==> src/rtl/core/dcso_pkg.sv <==
// Shared types and constants for the distributed-clock sync offset block.
// Used by dcso_ctrl, dcso_dp and dc_clock_sync_offset. No dependencies.

package dcso_pkg;

   localparam int RefW = 63;
   localparam int CycW = 30;
   localparam int OffW = 32;
   localparam int IntW = 32;

   localparam logic [CycW-1:0] CYCLE_RESET = 30'd1000000;
   localparam logic [RefW-1:0] SYNC_SHIFT  = 63'd50000;

   // restoring remainder: one dividend bit per step
   localparam int DivSteps = RefW;
   localparam int CntW     = $clog2(DivSteps);

   // truncating division by constants: q = (x * RECIP) >> SHIFT
   // err magnitude < 2^30 for /100, integral magnitude <= 2^31 for /20
   localparam logic [31:0] ERR_RECIP = 32'd1374389535;
   localparam int          ErrShift  = 37;
   localparam logic [31:0] INT_RECIP = 32'd3435973837;
   localparam int          IntShift  = 36;

   localparam logic signed [IntW-1:0] INT_MAX = 32'sh7FFF_FFFF;
   localparam logic signed [IntW-1:0] INT_MIN = 32'sh8000_0000;

   typedef struct packed {
      logic load;
      logic step;
      logic fix;
      logic mul_err;
      logic mul_int;
      logic publish;
   } dcso_cmd_type;

   typedef enum logic [5:0] {
      ST_IDLE   = 6'b000001,
      ST_DIVIDE = 6'b000010,
      ST_FIX    = 6'b000100,
      ST_MUL_E  = 6'b001000,
      ST_MUL_I  = 6'b010000,
      ST_DONE   = 6'b100000
   } dcso_state_type;

endpackage

==> src/rtl/core/dc_clock_sync_offset.sv <==
// Distributed-clock sync offset: one item in, one offset out.
// Each item runs through the 63-step serial remainder, sign fix, two
// multiplier passes and the output load before rsp_valid rises.
// One item at a time; the next item is taken while a result waits.
// Synchronous active-high reset: cycle_time 1000000, integral zero, no result.
// Depends on dcso_pkg, dcso_ctrl and dcso_dp.

module dc_clock_sync_offset (
   input  logic                             clock,
   input  logic                             reset,
   input  logic                             req_valid,
   output logic                             req_stall,
   input  logic [dcso_pkg::RefW-1:0]        req_ref_time,
   output logic                             rsp_valid,
   input  logic                             rsp_stall,
   output logic signed [dcso_pkg::OffW-1:0] rsp_offset_time,
   input  logic                             csr_wr_en,
   input  logic [dcso_pkg::CycW-1:0]        csr_wr_data
);
   import dcso_pkg::*;

   dcso_cmd_type cmd;

   dcso_ctrl u_ctrl (
      .clock     (clock),
      .reset     (reset),
      .req_valid (req_valid),
      .req_stall (req_stall),
      .rsp_valid (rsp_valid),
      .rsp_stall (rsp_stall),
      .cmd       (cmd)
   );

   dcso_dp u_dp (
      .clock           (clock),
      .reset           (reset),
      .cmd             (cmd),
      .req_ref_time    (req_ref_time),
      .csr_wr_en       (csr_wr_en),
      .csr_wr_data     (csr_wr_data),
      .rsp_offset_time (rsp_offset_time)
   );

endmodule

==> src/rtl/core/dcso_ctrl.sv <==
// Sequencer for the sync offset block: handshakes and datapath commands.
// Depends on dcso_pkg.

module dcso_ctrl (
   input  logic                  clock,
   input  logic                  reset,
   input  logic                  req_valid,
   output logic                  req_stall,
   output logic                  rsp_valid,
   input  logic                  rsp_stall,
   output dcso_pkg::dcso_cmd_type cmd
);
   import dcso_pkg::*;

   dcso_state_type  state_ff, state_in;
   logic [CntW-1:0] cnt_ff, cnt_in;
   logic            rsp_valid_ff, rsp_valid_in;
   logic            accept;
   logic            out_free;

   assign req_stall = (state_ff != ST_IDLE);
   assign accept    = req_valid && !req_stall;
   assign out_free  = !rsp_valid_ff || !rsp_stall;
   assign rsp_valid = rsp_valid_ff;

   always_comb begin
      state_in = state_ff;
      cnt_in   = cnt_ff;
      cmd      = '0;
      case (state_ff)
         ST_IDLE: begin
            if (accept) begin
               cmd.load = 1'b1;
               cnt_in   = '0;
               state_in = ST_DIVIDE;
            end
         end
         ST_DIVIDE: begin
            cmd.step = 1'b1;
            cnt_in   = cnt_ff + 1'b1;
            if (cnt_ff == CntW'(DivSteps - 1)) begin
               state_in = ST_FIX;
            end
         end
         ST_FIX: begin
            cmd.fix  = 1'b1;
            state_in = ST_MUL_E;
         end
         ST_MUL_E: begin
            cmd.mul_err = 1'b1;
            state_in    = ST_MUL_I;
         end
         ST_MUL_I: begin
            cmd.mul_int = 1'b1;
            state_in    = ST_DONE;
         end
         ST_DONE: begin
            // hold until the output register is free
            if (out_free) begin
               cmd.publish = 1'b1;
               state_in    = ST_IDLE;
            end
         end
         default: begin
            state_in = ST_IDLE;
         end
      endcase
   end

   always_comb begin
      if (cmd.publish) begin
         rsp_valid_in = 1'b1;
      end else if (!rsp_stall) begin
         rsp_valid_in = 1'b0;
      end else begin
         rsp_valid_in = rsp_valid_ff;
      end
   end

   always_ff @(posedge clock) begin
      if (reset) begin
         state_ff     <= ST_IDLE;
         cnt_ff       <= '0;
         rsp_valid_ff <= 1'b0;
      end else begin
         state_ff     <= state_in;
         cnt_ff       <= cnt_in;
         rsp_valid_ff <= rsp_valid_in;
      end
   end

`ifndef SYNTHESIS
   a_cmd_onehot0: assert property (@(posedge clock) disable iff (reset)
      $onehot0(cmd))
      else $error("more than one datapath command at once");

   a_rsp_from_done: assert property (@(posedge clock) disable iff (reset)
      $rose(rsp_valid_ff) |-> $past(state_ff == ST_DONE))
      else $error("result raised outside the done state");

   a_cnt_bound: assert property (@(posedge clock) disable iff (reset)
      (state_ff == ST_DIVIDE) |-> (cnt_ff <= CntW'(DivSteps - 1)))
      else $error("divide step count overran");

   a_accept_starts: assert property (@(posedge clock) disable iff (reset)
      accept |=> (state_ff == ST_DIVIDE) && (cnt_ff == '0))
      else $error("accepted item did not start the divide");
`endif

endmodule

==> src/rtl/core/dcso_dp.sv <==
// Datapath: cycle-time register, serial remainder, phase error, integral
// counter, shared constant-reciprocal multiplier and output register.
// Depends on dcso_pkg.

module dcso_dp (
   input  logic                                clock,
   input  logic                                reset,
   input  dcso_pkg::dcso_cmd_type              cmd,
   input  logic [dcso_pkg::RefW-1:0]           req_ref_time,
   input  logic                                csr_wr_en,
   input  logic [dcso_pkg::CycW-1:0]           csr_wr_data,
   output logic signed [dcso_pkg::OffW-1:0]    rsp_offset_time
);
   import dcso_pkg::*;

   logic [CycW-1:0]        cycle_ff;
   logic [RefW-1:0]        dvd_ff;
   logic                   neg_ff;
   logic [CycW-1:0]        rem_ff;
   logic signed [IntW-1:0] err_ff;
   logic signed [IntW-1:0] integ_ff, integ_in;
   logic [63:0]            prod_ff;
   logic [OffW-1:0]        qe_ff;
   logic signed [OffW-1:0] offset_ff;

   logic [RefW:0]          diff;
   logic [RefW-1:0]        mag;
   logic [CycW:0]          trial;
   logic [CycW:0]          rem_next;
   logic signed [IntW-1:0] rem_s;
   logic signed [IntW-1:0] half_s;
   logic signed [IntW-1:0] err_raw;
   logic signed [IntW-1:0] err_fix;
   logic [31:0]            err_abs;
   logic [31:0]            integ_abs;
   logic [31:0]            mul_a;
   logic [31:0]            mul_b;
   logic [OffW-1:0]        qi;
   logic signed [OffW-1:0] corr;

   // dividend magnitude and sign of ref_time - shift
   always_comb begin
      diff = {1'b0, req_ref_time} - {1'b0, SYNC_SHIFT};
      mag  = diff[RefW] ? (SYNC_SHIFT - req_ref_time) : diff[RefW-1:0];
   end

   // one restoring step of the remainder
   always_comb begin
      trial    = {rem_ff, dvd_ff[RefW-1]};
      rem_next = (trial >= {1'b0, cycle_ff}) ? (trial - {1'b0, cycle_ff}) : trial;
   end

   // phase error with sign, half-cycle wrap, and saturating integral
   always_comb begin
      rem_s   = $signed({{(IntW-CycW){1'b0}}, rem_ff});
      half_s  = $signed({{(IntW-CycW){1'b0}}, cycle_ff >> 1});
      err_raw = neg_ff ? -rem_s : rem_s;
      if (cycle_ff == '0) begin
         err_fix = '0;
      end else if (err_raw > half_s) begin
         err_fix = err_raw - $signed({{(IntW-CycW){1'b0}}, cycle_ff});
      end else begin
         err_fix = err_raw;
      end
      integ_in = integ_ff;
      if (err_fix > 0 && integ_ff != INT_MAX) begin
         integ_in = integ_ff + 1;
      end else if (err_fix < 0 && integ_ff != INT_MIN) begin
         integ_in = integ_ff - 1;
      end
   end

   // shared multiplier: error magnitude first, then integral magnitude
   always_comb begin
      err_abs   = err_ff[IntW-1] ? 32'(-err_ff) : 32'(err_ff);
      integ_abs = integ_ff[IntW-1] ? 32'(-integ_ff) : 32'(integ_ff);
      mul_a     = cmd.mul_int ? integ_abs : err_abs;
      mul_b     = cmd.mul_int ? INT_RECIP : ERR_RECIP;
   end

   always_comb begin
      qi   = OffW'(prod_ff >> IntShift);
      corr = (err_ff[IntW-1] ? $signed(qe_ff) : -$signed(qe_ff))
           + (integ_ff[IntW-1] ? $signed(qi) : -$signed(qi));
   end

   always_ff @(posedge clock) begin
      if (reset) begin
         cycle_ff <= CYCLE_RESET;
         integ_ff <= '0;
      end else begin
         if (csr_wr_en) begin
            cycle_ff <= csr_wr_data;
         end
         if (cmd.fix) begin
            integ_ff <= integ_in;
         end
      end
   end

   always_ff @(posedge clock) begin
      if (cmd.load) begin
         dvd_ff <= mag;
         neg_ff <= diff[RefW];
         rem_ff <= '0;
      end else if (cmd.step) begin
         dvd_ff <= {dvd_ff[RefW-2:0], 1'b0};
         rem_ff <= rem_next[CycW-1:0];
      end
      if (cmd.fix) begin
         err_ff <= err_fix;
      end
      if (cmd.mul_err || cmd.mul_int) begin
         prod_ff <= mul_a * mul_b;
      end
      if (cmd.mul_int) begin
         qe_ff <= OffW'(prod_ff >> ErrShift);
      end
      if (cmd.publish) begin
         offset_ff <= corr;
      end
   end

   assign rsp_offset_time = offset_ff;

endmodule
==> config.mk <==
export PLATFORM = sky130hd
export DESIGN_NAME = dc_clock_sync_offset
export DESIGN_NICKNAME = d
export VERILOG_FILES = /design/src/rtl/core/dcso_pkg.sv /design/src/rtl/core/dc_clock_sync_offset.sv /design/src/rtl/core/dcso_ctrl.sv /design/src/rtl/core/dcso_dp.sv
export SDC_FILE = /design/constraint.sdc
export NUM_CORES = 2
export LEC_CHECK = 0
export BUFFER_PORTS_ARGS = -buffer_cell sky130_fd_sc_hd__buf_2
export CAP_MARGIN = 15
export CORE_ASPECT_RATIO = 0.6
export CORE_MARGIN = 2
export CORE_UTILIZATION = 30
export CTS_BUF_LIST = sky130_fd_sc_hd__clkbuf_16
export CTS_CLUSTER_DIAMETER = 40
export DETAILED_ROUTE_END_ITERATION = 16
export SLEW_MARGIN = 5
export SYNTH_ARGS = -nofsm -noshare
export SYNTH_HDL_FRONTEND = slang
export SYNTH_HIERARCHICAL = 1
export SYNTH_SLANG_ARGS = --single-unit
export TNS_END_PERCENT = 20
==> constraint.sdc <==
create_clock -name clock -period 11.7 [get_ports clock]
set_clock_uncertainty 0.15 [all_clocks]
set_input_delay 2.34 -clock clock [delete_from_list [all_inputs] [get_ports clock]]
set_output_delay 2.34 -clock clock [all_outputs]
set_load 0.01 [all_outputs]
# Word level (Yosys, flattened, before mapping)
# Cells that the tools add are included.
[word_totals]
in_bits = 98
reg_bits = 324
wordCells = 90
out_inout_bits = 34
[op_classes]
n_lt_le_gt_ge = 4
mux = 31
addsub = 13
multipliers = 1
n_reduce_logical = 15
n_eq_ne = 14
[op_table]
columns = ["cell", "n"]
rows = [
  ["two-way mux 32 bit", 11],
  ["two-way mux 63 bit", 3],
  ["multiplier 32 x 32 -> 64 bit", 1],
  ["inequality test 32 bit, second input constant", 2],
  ["negator 32 bit", 2],
  ["subtractor 63 x 16 -> 64 bit, second input constant", 1],
  ["subtractor 16 x 63 -> 63 bit, first input constant", 1],
  ["one-hot mux 6 bit (6 select lines)", 1],
  ["adder 32 x 2 -> 32 bit, second input constant", 1],
  ["adder 32 bit", 1],
  ["greater-than comparator 32 x 1 -> 1 bit, second input constant", 1],
  ["greater-than comparator 32 x 30 -> 1 bit", 1],
  ["< comparator 32 x 1 -> 1 bit, second input constant", 1],
  ["negator 27 -> 32 bit", 1],
  ["negator 28 -> 32 bit", 1],
  ["negator 30 -> 32 bit", 1],
  ["subtractor 32 x 2 -> 32 bit, second input constant", 1],
  ["subtractor 32 x 31 -> 32 bit", 1],
  ["greater-or-equal comparator 31 x 30 -> 1 bit", 1],
  ["logical NOT 30 bit", 1],
  ["two-way mux 30 bit", 1],
  ["subtractor 30 bit", 1],
  ["two-way mux 6 bit", 4],
  ["equality test 6 bit, second input constant", 2],
  ["other kinds (16)", 36],
]

# Depth between registers and ports, before layout
[depth]
ltp_word = 9
depth_mapped = 40
mapped_depth_nobuf = 40

# By module
# The synthesis kept the hierarchy.
[by_module_without_submodules]
columns = ["module", "area_per_inst_um2", "cells_per_inst", "n_inst", "seq_area_each_um2"]
rows = [
  ["dcso_dp", 46574.7, 5054, 1, 7337.0],
  ["dcso_ctrl", 703.2, 88, 1, 260.2],
]

# Least setup slack after synthesis
# OpenSTA, ideal clock, no wires.
[synth_timing]
path_kind = "register -> register"
start = "register u_dp.err_ff[4]"
end = "register u_dp.prod_ff[63] (data pin)"
setup_time_ps = 260
n_path_buf = 0
arrival_time_ps = 9952
required_time_ps = 11290
stages_incl_launch_ff = 37
period_less_slack_ps = 10361
setup_slack_ps = 1339
cell_sequence = "edfxtp_1 > or4_1 > or3_1 > or3_1 > o31ai_1 > nand2_1 > o31ai_1 > nor2_1 > o21ai_0 > nand2_1 > fa_1 > inv_1 > fa_1 > inv_1 > fa_1 > inv_1 > fa_1 > inv_1 > fa_1 > fa_1 > fa_1 > inv_1 > fa_1 > inv_1 > ha_1 > a21o_1 > a311o_1 > a21oi_1 > o22a_1 > nand3_1 > a21oi_1 > a211o_1 > a21oi_1 > a2111o_1 > a21oi_1 > o21bai_1 > xnor2_1"
[synth_between]
elab_chain_cells = 4
[synth_lines]
columns = ["item", "line_no", "rtl"]
rows = [
  ["start: declaration", "dcso_dp.sv:20", "logic signed [IntW-1:0] err_ff;"],
  ["start signal: assignment", "dcso_dp.sv:111", "err_ff <= err_fix;"],
  ["negator 32 bit", "dcso_dp.sv:75", "err_abs = err_ff[IntW-1] ? 32'(-err_ff) : 32'(err_ff);"],
  ["two-way mux 32 bit (*)", "dcso_dp.sv:75", ""],
  ["two-way mux 32 bit (*)", "dcso_dp.sv:77", "mul_a = cmd.mul_int ? integ_abs : err_abs;"],
  ["multiplier 32 x 32 -> 64 bit (*)", "dcso_dp.sv:114", "prod_ff <= mul_a * mul_b;"],
  ["end signal: assignment", "dcso_dp.sv:114", ""],
  ["end: declaration", "dcso_dp.sv:22", "logic [63:0] prod_ff;"],
]
# Every way passes the cells marked *; elsewhere a longest branch is shown, timed or not.
# A chain may end at the register's enable or synchronous reset.

# Final worst setup path
[layout_timing]
start = "register u_dp.err_ff[3]"
end = "register u_dp.prod_ff[63] (data pin)"
# Same word-level chain as after synthesis.

==> metrics.csv <==
metric,value,unit
sequential share of power,18.1,%
Synth-to-Final Area Change,10.8,%
NetSw,3.33,mW
LEAKAGE,25.7,nW
Setup TNS,0,ps
Slew Limit Fails,0,
vias in the first global route,36800,
WS Path Type,reg -> reg,
Worst-Skew Late Latency,640,ps
Syn Inst Count,5142,
Final setup violation count,0,
number of max-cap violations,0,
Peak VDD IR,0.180,mV
TritonRoute pass-1 iters,6,
syn_nets,6495,
total track usage,19.8,%
Post-DP HPWL,136,mm
power per cell area,136,nW/um2
share of Yosys cell area claimed by the top area cell type,27.4,%
non-filler cells in the finished layout,7433,
Longest Clk Path Bufs,3,
combinational share of power,61.5,%
final instance area,52400,um2
DP Worst Slack,485,ps
Worst Path Max Fanout,6,
met2 global-route usage,23.5,%
Hold WC Path Type,reg -> reg,
Sw Share,46.6,%
Placed Instances,7353,
Syn Area/Cell,9.19,um2
largest net degree at the start of global routing,70,
top post-synthesis cells by count,"inv_1, fa_1, ha_1, nor2_1, nand2_1",
Filler Cells Inserted,16100,
ys flop type,edfxtp_1,
RSZ-0062 raised after global routing,no,
initial drt markers,4048,
Vias,37100,
TritonCTS clock tree,done,
first-pass GRT wire length,240,mm
Post-DRT Antenna Nets,0,
gr busiest metal,met1,
CORE AREA,156000,um2
most frequent CP cell,fa_1,
crit path launch type,register,
Mapped Area,47300,um2
Worst path slowest cell,or4_1,
WP buf/inv,4,
H-Tree Depth,2,
"count leader, synth",inv_1,
Ys Warns,6,
M3 GR Usage,7.71,%
fin nets,6642,
Chip Height,312,um
CP Data Arrival Time,11340,ps
drc violations,0,
fin crit period,11120,ps
Tcrit/Tclk final,95.0,%
I/O Buffers,131,
clock power share,20.4,%
initial core utilization,30.3,%
grt met1 use,32.5,%
CTS root buf,clkbuf_16,
CTS Hold Bufs,0,
initial antenna violation count,7,
post-place instance area,50800,um2
Die W,517,um
max_slew headroom,21.5,%
Std-Cell Rows,112,
Routed wire per std cell,21.3,um
Final WS setup,581,ps
Slew @ Worst Pin,1170,ps
total global routing overflow,0,
Post-synth ARST share,0,%
clk sinks,288,
Synth cell types,92,
Post-synth EDFFs,183,
Area contributors post-synth,"fa_1, ha_1, edfxtp_1",
clock buffer count from CTS,42,
post-synthesis sequential area ratio,16.1,%
status,"complete, no violations",
fmax,89.9,MHz
die footprint,161000,um2
RD Place Congestion,1.01,
Post-Route WL,158,mm
fraction of layout cells with a size suffix above 1,7.01,%
Int Pwr,3.81,mW
io pins,132,
Clock Pin Slew Worst Setup and Hold Paths,60,ps
dominant cell type by area after synthesis,fa_1,
vias per cell,5.00,
critical path's top delay family,adder cells,
"FF+latch count, synth",288,
Critical Path RT,11920,ps
Final Hold Vio Count,0,
kind of end point of the critical path,register,
crit-path max cell delay,590,ps
-- area by class of cell --
class	instances	area, um2	area share, %
diodes	1	2.50	0.00478
flip-flops and latches	288	7600	14.5
clock buffers	42	1050	2.01
inverters	1190	4470	8.53
well taps	2109	2640	5.04
clock inverters	36	527	1.01
multi-input cells	3553	34800	66.5
repair buffers	214	1280	2.44
-- per-stage QoR --
stage,total power [mW],utilization [%],hold WS (ps)
after detailed placement,5.57,32.6,321
after floorplan,4.38,-,301
after global placement,5.53,32.6,318
final,7.14,33.6,324
after CTS,7.09,33.6,331
after global routing,7.74,33.6,354
-- kinds of logic (layout without fill, tap and decap cells) --
group | after synthesis | count (layout) | synth area share, %
multiplexers | 63 | 63 | 1.43
AO/OA/AOI/OAI | 829 | 829 | 11.4
other | 1 | 2 | 0.00793
XOR/XNOR | 317 | 317 | 5.87
flip-flops | 288 | 288 | 16.1
adder cells (fa/ha/maj) | 1255 | 1255 | 43.5
buffers and inverters | 1301 | 1482 | 10.4
AND/OR/NAND/NOR | 1088 | 1088 | 11.4
-- final timing paths --
kind	slack (ps)	start	end	depth (start not counted)
min reg2reg	320	u_ctrl/rsp_valid$_SDFFE_PP0P_	u_ctrl/rsp_valid$_SDFFE_PP0P_	2
min	320	u_ctrl/rsp_valid$_SDFFE_PP0P_	u_ctrl/rsp_valid$_SDFFE_PP0P_	2
max reg2reg	580	u_dp/err_ff[3]$_DFFE_PP_	u_dp/prod_ff[63]$_DFFE_PP_	35
max	580	u_dp/err_ff[3]$_DFFE_PP_	u_dp/prod_ff[63]$_DFFE_PP_	35
-- repair_timing --
item	CTS	global route
setup endpoints to repair	0	1
setup buffers	0	0
gates resized for setup	0	4
-- worst min-delay path, cell delays in order (launching register included) --
cell and delay (ps):
dfxtp_1 310, nand2_1 60, a21oi_1 50
-- layout by cell type, fill, tap and decap left out, types with 83 or more instances in the layout --
cell	instances
nand2_1	264
ha_1	607
edfxtp_1	183
dfxtp_1	104
xor2_1	163
fa_1	648
inv_1	1186
a21o_1	83
xnor2_1	154
buf_4	83
nor2_1	307
buf_2	131
a21oi_1	253
o21ai_0	144
-- flip-flops by register name, summed over array words and instances, names as in the netlist, 6 cells and up --
register / flops
u_ctrl/cnt_ff: 6
u_dp/integ_ff: 32
u_dp/rem_ff: 30
u_dp/prod_ff: 28
u_dp/dvd_ff: 63
u_dp/err_ff: 32
u_ctrl/state_ff: 6
u_dp/cycle_ff: 30
u_dp/qe_ff: 27
u_dp/rsp_offset_time: 32
-- routing by layer --
| metal | share of wire (%) | vias up | wire [um] |
|---|---|---|---|
| met5 | 0.028 | - | 44 |
| met2 | 35 | 1581 | 54700 |
| met1 | 51 | 18300 | 81000 |
| li1 | - | 17100 | - |
| met4 | 1.1 | 6 | 1730 |
| met3 | 13 | 129 | 20800 |
-- power by group through the flow --
stage	registers, mW	clock network, mW	logic [mW]
floorplan	1.29	0	3.09
global placement	1.31	0	4.22
detailed placement	1.31	0	4.26
CTS	1.29	1.49	4.30
global route	1.30	1.53	4.91
finish	1.29	1.46	4.39
No activity file was read; power rests on OpenSTA's default activity.
